<file path="src/rtl/ps2mf_pkg.sv">
// Shared types and constants for the PS/2 mouse packet store.
package ps2mf_pkg;

  localparam int PKT_W = 24;
  localparam int REQ_W = 6;
  localparam int QUOT_W = 5;

  localparam logic [7:0] SYNC_MASK = 8'h08;

  localparam logic [1:0] ST_DELIVERED = 2'd0;
  localparam logic [1:0] ST_EMPTY = 2'd1;
  localparam logic [1:0] ST_SHORT = 2'd2;

  typedef enum logic [1:0] {
    PH_FIRST  = 2'd0,
    PH_SECOND = 2'd1,
    PH_THIRD  = 2'd2
  } phase_t;

  typedef enum logic [1:0] {
    CS_IDLE   = 2'd0,
    CS_STATUS = 2'd1,
    CS_DATA   = 2'd2
  } ctl_state_t;

  typedef struct packed {
    logic [7:0] b0;
    logic [7:0] b1;
    logic [7:0] b2;
  } pkt_t;

  typedef struct packed {
    logic valid;
    pkt_t pkt;
  } frame_t;

endpackage

</file>
<file path="src/rtl/ps2mf_framer.sv">
// Byte framer: assembles three mouse bytes into one packet, syncing on bit 3.
module ps2mf_framer (
  input  logic              clk,
  input  logic              rst,
  input  logic              byte_valid,
  input  logic [7:0]        data_byte,
  output ps2mf_pkg::frame_t frame
);

  ps2mf_pkg::phase_t phase;
  ps2mf_pkg::phase_t phase_next;
  logic [7:0] held_first;
  logic [7:0] held_second;
  logic       cap_first;
  logic       cap_second;

  always_ff @(posedge clk) begin
    if (rst) begin
      phase <= ps2mf_pkg::PH_FIRST;
    end else begin
      phase <= phase_next;
    end
  end

  always_ff @(posedge clk) begin
    if (cap_first) begin
      held_first <= data_byte;
    end
    if (cap_second) begin
      held_second <= data_byte;
    end
  end

  always_comb begin
    phase_next = phase;
    cap_first = 1'b0;
    cap_second = 1'b0;
    frame.valid = 1'b0;
    frame.pkt = '{b0: held_first, b1: held_second, b2: data_byte};
    unique case (phase)
      ps2mf_pkg::PH_SECOND: begin
        if (byte_valid) begin
          cap_second = 1'b1;
          phase_next = ps2mf_pkg::PH_THIRD;
        end
      end
      ps2mf_pkg::PH_THIRD: begin
        if (byte_valid) begin
          frame.valid = 1'b1;
          phase_next = ps2mf_pkg::PH_FIRST;
        end
      end
      default: begin
        // unused code behaves as awaiting first byte
        if (byte_valid) begin
          if ((data_byte & ps2mf_pkg::SYNC_MASK) != 8'h00) begin
            cap_first = 1'b1;
            phase_next = ps2mf_pkg::PH_SECOND;
          end else begin
            phase_next = ps2mf_pkg::PH_FIRST;
          end
        end
      end
    endcase
  end

endmodule

</file>
<file path="config.mk">
export PLATFORM = sky130hd
export DESIGN_NAME = ps2mf_framer
export DESIGN_NICKNAME = d
export VERILOG_FILES = /design/src/rtl/ps2mf_pkg.sv /design/src/rtl/ps2mf_framer.sv
export SDC_FILE = /design/constraint.sdc
export NUM_CORES = 1
export LEC_CHECK = 0
export BUFFER_PORTS_ARGS = -buffer_cell sky130_fd_sc_hd__buf_2
export CELL_PAD_IN_SITES_DETAIL_PLACEMENT = 0
export CELL_PAD_IN_SITES_GLOBAL_PLACEMENT = 1
export CORE_UTILIZATION = 35
export DETAILED_ROUTE_END_ITERATION = 16
export GPL_ROUTABILITY_DRIVEN = 0
export GPL_TIMING_DRIVEN = 0
export PLACE_DENSITY = 0.77
export SKIP_CTS_REPAIR_TIMING = 1
export SYNTH_ARGS = -nofsm -noshare
export SYNTH_HDL_FRONTEND = slang
export SYNTH_SLANG_ARGS = --single-unit
</file>
<file path="constraint.sdc">
create_clock -name clk -period 2.5 [get_ports clk]
set_input_delay 0.375 -clock clk [delete_from_list [all_inputs] [get_ports clk]]
set_output_delay 0.375 -clock clk [all_outputs]
set_load 0.02 [all_outputs]
</file>
==> qor.yml, run 1 <==
critPathLaunchType: "flop"
final.setup.tns_ps: 0
nets: 93
layout-drive-gt1-share: 0.6154
max_cap_violations: 0
worstReg2RegStart: "phase[0]"
cts_tree: "yes"
fmax_mhz: 617.9
hold_path_class: "in2reg"
synth_async_sr_flop_share: 0
wl_per_cell_microns: 10.21
post-route-period-util: 0.6474
vias_per_cell: 3.981
clkLatencyLatePin_ps: 280
dieArea_sq_mm: 0.002106
hpwlAfterDp_microns: 815.9
netlist_instances: 39
coreArea_sq_mm: 0.001764
max-clock-path-buffers: 2
power.leakage_nw: 0.4071
dr.pass1.iters: 1
crit_fanout: 4
period_needed_ps: 1618
worstSetupPathType: "reg2out"
yosysTopAreaCell: "edfxtp_1"
drt_first_iter_violations: 0
worstSetupStartpoint: "phase[0]"
start_util: 0.3823
synth_area_leaders: "edfxtp_1 71%, buf_4 8.9%, dfxtp_1 5.9%, ha_1 5.6%, and2_2 2.2%"
seq_area_frac_synth: 0.7718
clk_pin_slew_ps: 100
total_power_mw: 0.5494
synth.most_common_cell: "edfxtp_1"
hold_violations: 0
synth_seq_cells: 18
diodes: 0
htreeDepth: 1
ys_types: 11
p_per_area_mw_per_mm2: 605.6
nFillCells: 173
drc: 0
synth_warnings: 0
cts_buffers: 3
rsz0062_at_grt: "false"
portBuffers: 35
grt_pass1_vias: 353
setup_viol: 0
synth_edf_count: 16
worstPathArrival_ps: 1240
syn_to_final_growth_pct: 34.51
syn_area_sq_um: 674.4
required_ps: 2120
synth_nets: 53
die_x_microns: 45.90
worst_pin_slew_ps: 321.4
crit_chain: "inv_1 > ha_1 > and2_2 > buf_2"
clock_skew_ps: 3.698
grt_overflow: 0
status: "finished clean"
synth_top_area_share: 0.7124
grt_usage: 0.1002
clock-root-buffer: "clkbuf_4"
synth_common_cells: "16 x edfxtp_1, 8 x buf_4, 3 x ha_1, 3 x inv_1"
slowest_stage: "dfxtp_1"
cts_sinks: 18
slew_headroom: 0.7855
hp-start: "rst"
ir_drop_v: 0.0003600
grt_pass1_wl_mm: 1.400
grt_start_max_net_pins: 11
slew_violations: 0
slowest_delay_ps: 390
syn_area_per_cell_sq_um: 17.29
rows: 15
antenna_found_initial: 0
synth-main-ff-cell: "edfxtp_1"
final_antenna_net_count: 0
ios: 36
wl_mm: 1.052
fp.dieH_microns: 45.90
endpoint_kind: "output port"
vias: 410
layout by cell type (no fill, tap or decap):
cell,n
a21oi_1,1
inv_1,3
nor2_1,1
clkbuf_4,3
buf_4,8
buf_2,35
clkinv_1,1
and2_2,2
ha_1,3
dfxtp_1,2
nand3_1,1
nand2b_1,1
mux2i_1,1
edfxtp_1,16
power by group:
group / switching (mW) / internal (mW)
clock: 0.0816 / 0.0578
combinational: 0.0403 / 0.0270
sequential: 0.00310 / 0.340
total: 0.125 / 0.424
worst paths after layout:
check | endpoint | slack, ps | depth (start not counted)
setup / recovery | frame[24] | 880 | 4
hold / removal | phase[0] | 250 | 2
setup reg to reg | held_first[7] | 1100 | 4
hold reg to reg | phase[0] | 520 | 2
cell type report:
type | count | area [sq um] | area share
buffer | 8 | 60.06 | 0.06621
timing repair buffer | 35 | 175.2 | 0.1931
clock inverter | 1 | 3.754 | 0.004138
tap | 25 | 31.28 | 0.03448
inverter | 3 | 11.26 | 0.01241
clock buffer | 3 | 22.52 | 0.02483
multi-input combinational | 10 | 82.58 | 0.09103
sequential | 18 | 520.5 | 0.5738
flip-flops by register name, summed over array words and instances (netlist names):
signal and count:
phase 2, held_first 8, held_second 8
per-layer routing:
metal  track usage  vias to the layer above  part of all wire
met3       0.03571                        0             0.083
met2        0.1662                       23              0.49
met1        0.1035                      180              0.43
li1              -                      207                 -
met4       0.07059                        0                 0
met5             0                        -                 0
worst max-delay path, delay by kind of cell, from the launching register on:
| family | cells | cell delay [ps] |
|---|---|---|
| adder cells (fa/ha/maj) | 1 | 180 |
| buffers and inverters | 2 | 210 |
| flip-flops | 1 | 390 |
| AND/OR/NAND/NOR | 1 | 180 |
kinds of logic after synthesis:
group / count (synthesis) / synth area share
multiplexers: 1 / 0.01484
flip-flops: 18 / 0.7718
adder cells (fa/ha/maj): 3 / 0.05566
AND/OR/NAND/NOR: 5 / 0.04451
buffers and inverters: 11 / 0.1058
AO/OA/AOI/OAI: 1 / 0.007414
metrics by stage:
step / instances / util / setup slack [ps] / area [sq um] / hold WS, ps
final: 103 / 0.5142 / 881.5 / 907.1 / 247.1
after global routing: 103 / 0.5142 / 815.8 / 907.1 / 235.5
after CTS: 103 / 0.5142 / 858.1 / 907.1 / 239.1
after detailed placement: 99 / 0.4993 / 1090 / 880.8 / 501.9
after global placement: 99 / 0.4993 / 1113 / 880.8 / 503.4
after floorplan: 39 / - / 1247 / 674.4 / 444.1
Power figures use the tool's default switching activity.
==> inputs of run 2 (changes only) <==
Settings changed: CORE_UTILIZATION 35 to 33, PLACE_DENSITY 0.77 to 0.73.
Clock period 2.5 ns to 1.53 ns, I/O delays scaled along.
==> qor.yml, run 2 (same netlist as run 1, synthesis figures left out) <==
status: "finished clean"
worst_pin_slew_ps: 335.8
die_x_microns: 47.21
cts_sinks: 18
fp.dieH_microns: 47.21
clock_skew_ps: 3.776
grt_start_max_net_pins: 11
ios: 36
cts_tree: "yes"
worstPathArrival_ps: 1190
final_antenna_net_count: 0
worstSetupPathType: "reg2out"
layout.cells.non_filler: 103
power.leakage_nw: 0.4075
slew_headroom: 0.7759
antenna_found_initial: 0
htreeDepth: 1
wl_mm: 1.043
syn_to_final_growth_pct: 34.69
rr_worst_depth: 4
grt_pass1_wl_mm: 1.428
design_area_sq_um: 908.4
placed_area_sq_um: 880.8
cts_buffers: 3
crit_fanout: 4
clk_pin_slew_ps: 90
grt_overflow: 0
hold_violations: 0
clkLatencyLatePin_ps: 280
crit_chain: "inv_1 > ha_1 > and2_2 > buf_2"
p_per_area_mw_per_mm2: 988.7
hpwlAfterDp_microns: 836.5
required_ps: 1300
vias: 406
max_cap_violations: 0
place_ws_ps: 111.7
layout-drive-gt1-share: 0.6282
period_needed_ps: 1416
slowest_delay_ps: 360
grt_pass1_vias: 336
final_common_cell: "buf_2"
rows: 15
dr.pass1.iters: 3
slowest_stage: "dfxtp_2"
slew_violations: 0
wl_per_cell_microns: 10.13
drt_first_iter_violations: 2
hold_path_class: "in2reg"
clock-root-buffer: "clkbuf_4"
dieArea_sq_mm: 0.002228
setup_viol: 0
endpoint_kind: "output port"
coreArea_sq_mm: 0.001821
max-clock-path-buffers: 2
min_path_cells: 2
post-route-period-util: 0.9256
ir_drop_v: 0.0005472
largestRegisters: "held_first (8), held_second (8), phase (2)"
fin_ws_ps: 113.9
drc: 0
final.setup.tns_ps: 0
diodes: 0
fmax_mhz: 706.1
portBuffers: 35
grt_usage: 0.1006
start_util: 0.3704
mostFrequentLayoutCells: "35 x buf_2, 16 x edfxtp_1, 8 x buf_4"
critPathLaunchType: "flop"
rsz0062_at_grt: "false"
nets: 93
vias_per_cell: 3.942
nFillCells: 173
dp_cells: 99
run 2: cell counts in the layout (fill, tap and decap cells not counted):
No cell type changed its count.
run 2: worst max-delay path: cells and delay by family (launching register included):
family	cells	cell delay [ps]
buffers and inverters	2	200
AND/OR/NAND/NOR	1	180
flip-flops	1	360
adder cells (fa/ha/maj)	1	170
run 2: where the power goes:
group | internal (mW) | switching [mW]
clock network | 0.0945 | 0.134
logic | 0.0441 | 0.0652
registers | 0.555 | 0.00492
total | 0.694 | 0.204
run 2: worst paths after layout:
| path | endpoint | slack [ps] | from |
|---|---|---|---|
| min | phase[0] | 100 | rst |
| max reg2reg | held_first[0] | 170 | phase[0] |
| min reg2reg | phase[0] | 500 | phase[0] |
| max | frame[24] | 110 | phase[0] |
run 2: routing by layer:
metal | vias up | track usage | share of wire
met5 | - | 0 | 0
met4 | 0 | 0.06857 | 0.012
met3 | 2 | 0.03462 | 0.075
met2 | 19 | 0.1667 | 0.52
met1 | 180 | 0.1078 | 0.39
li1 | 205 | - | -
run 2: stage by stage:
stage | utilization | hold slack, ps | total power, mW
after CTS | 0.4983 | 97.78 | 0.9114
final | 0.4990 | 103.2 | 0.8981
after floorplan | - | 298.6 | 0.6365
after global placement | 0.4838 | 406.6 | 0.6804
after global routing | 0.4990 | 91.78 | 0.9349
after detailed placement | 0.4838 | 409.4 | 0.6826
run 2: cell type report:
class | instances | area [sq um] | share of cell area
Sequential cell | 18 | 521.8 | 0.5744
Multi-Input combinational cell | 10 | 82.58 | 0.09091
Clock buffer | 3 | 22.52 | 0.02479
Tap cell | 25 | 31.28 | 0.03444
Clock inverter | 1 | 3.754 | 0.004132
Inverter | 3 | 11.26 | 0.01240
Buffer | 8 | 60.06 | 0.06612
Timing Repair Buffer | 35 | 175.2 | 0.1928
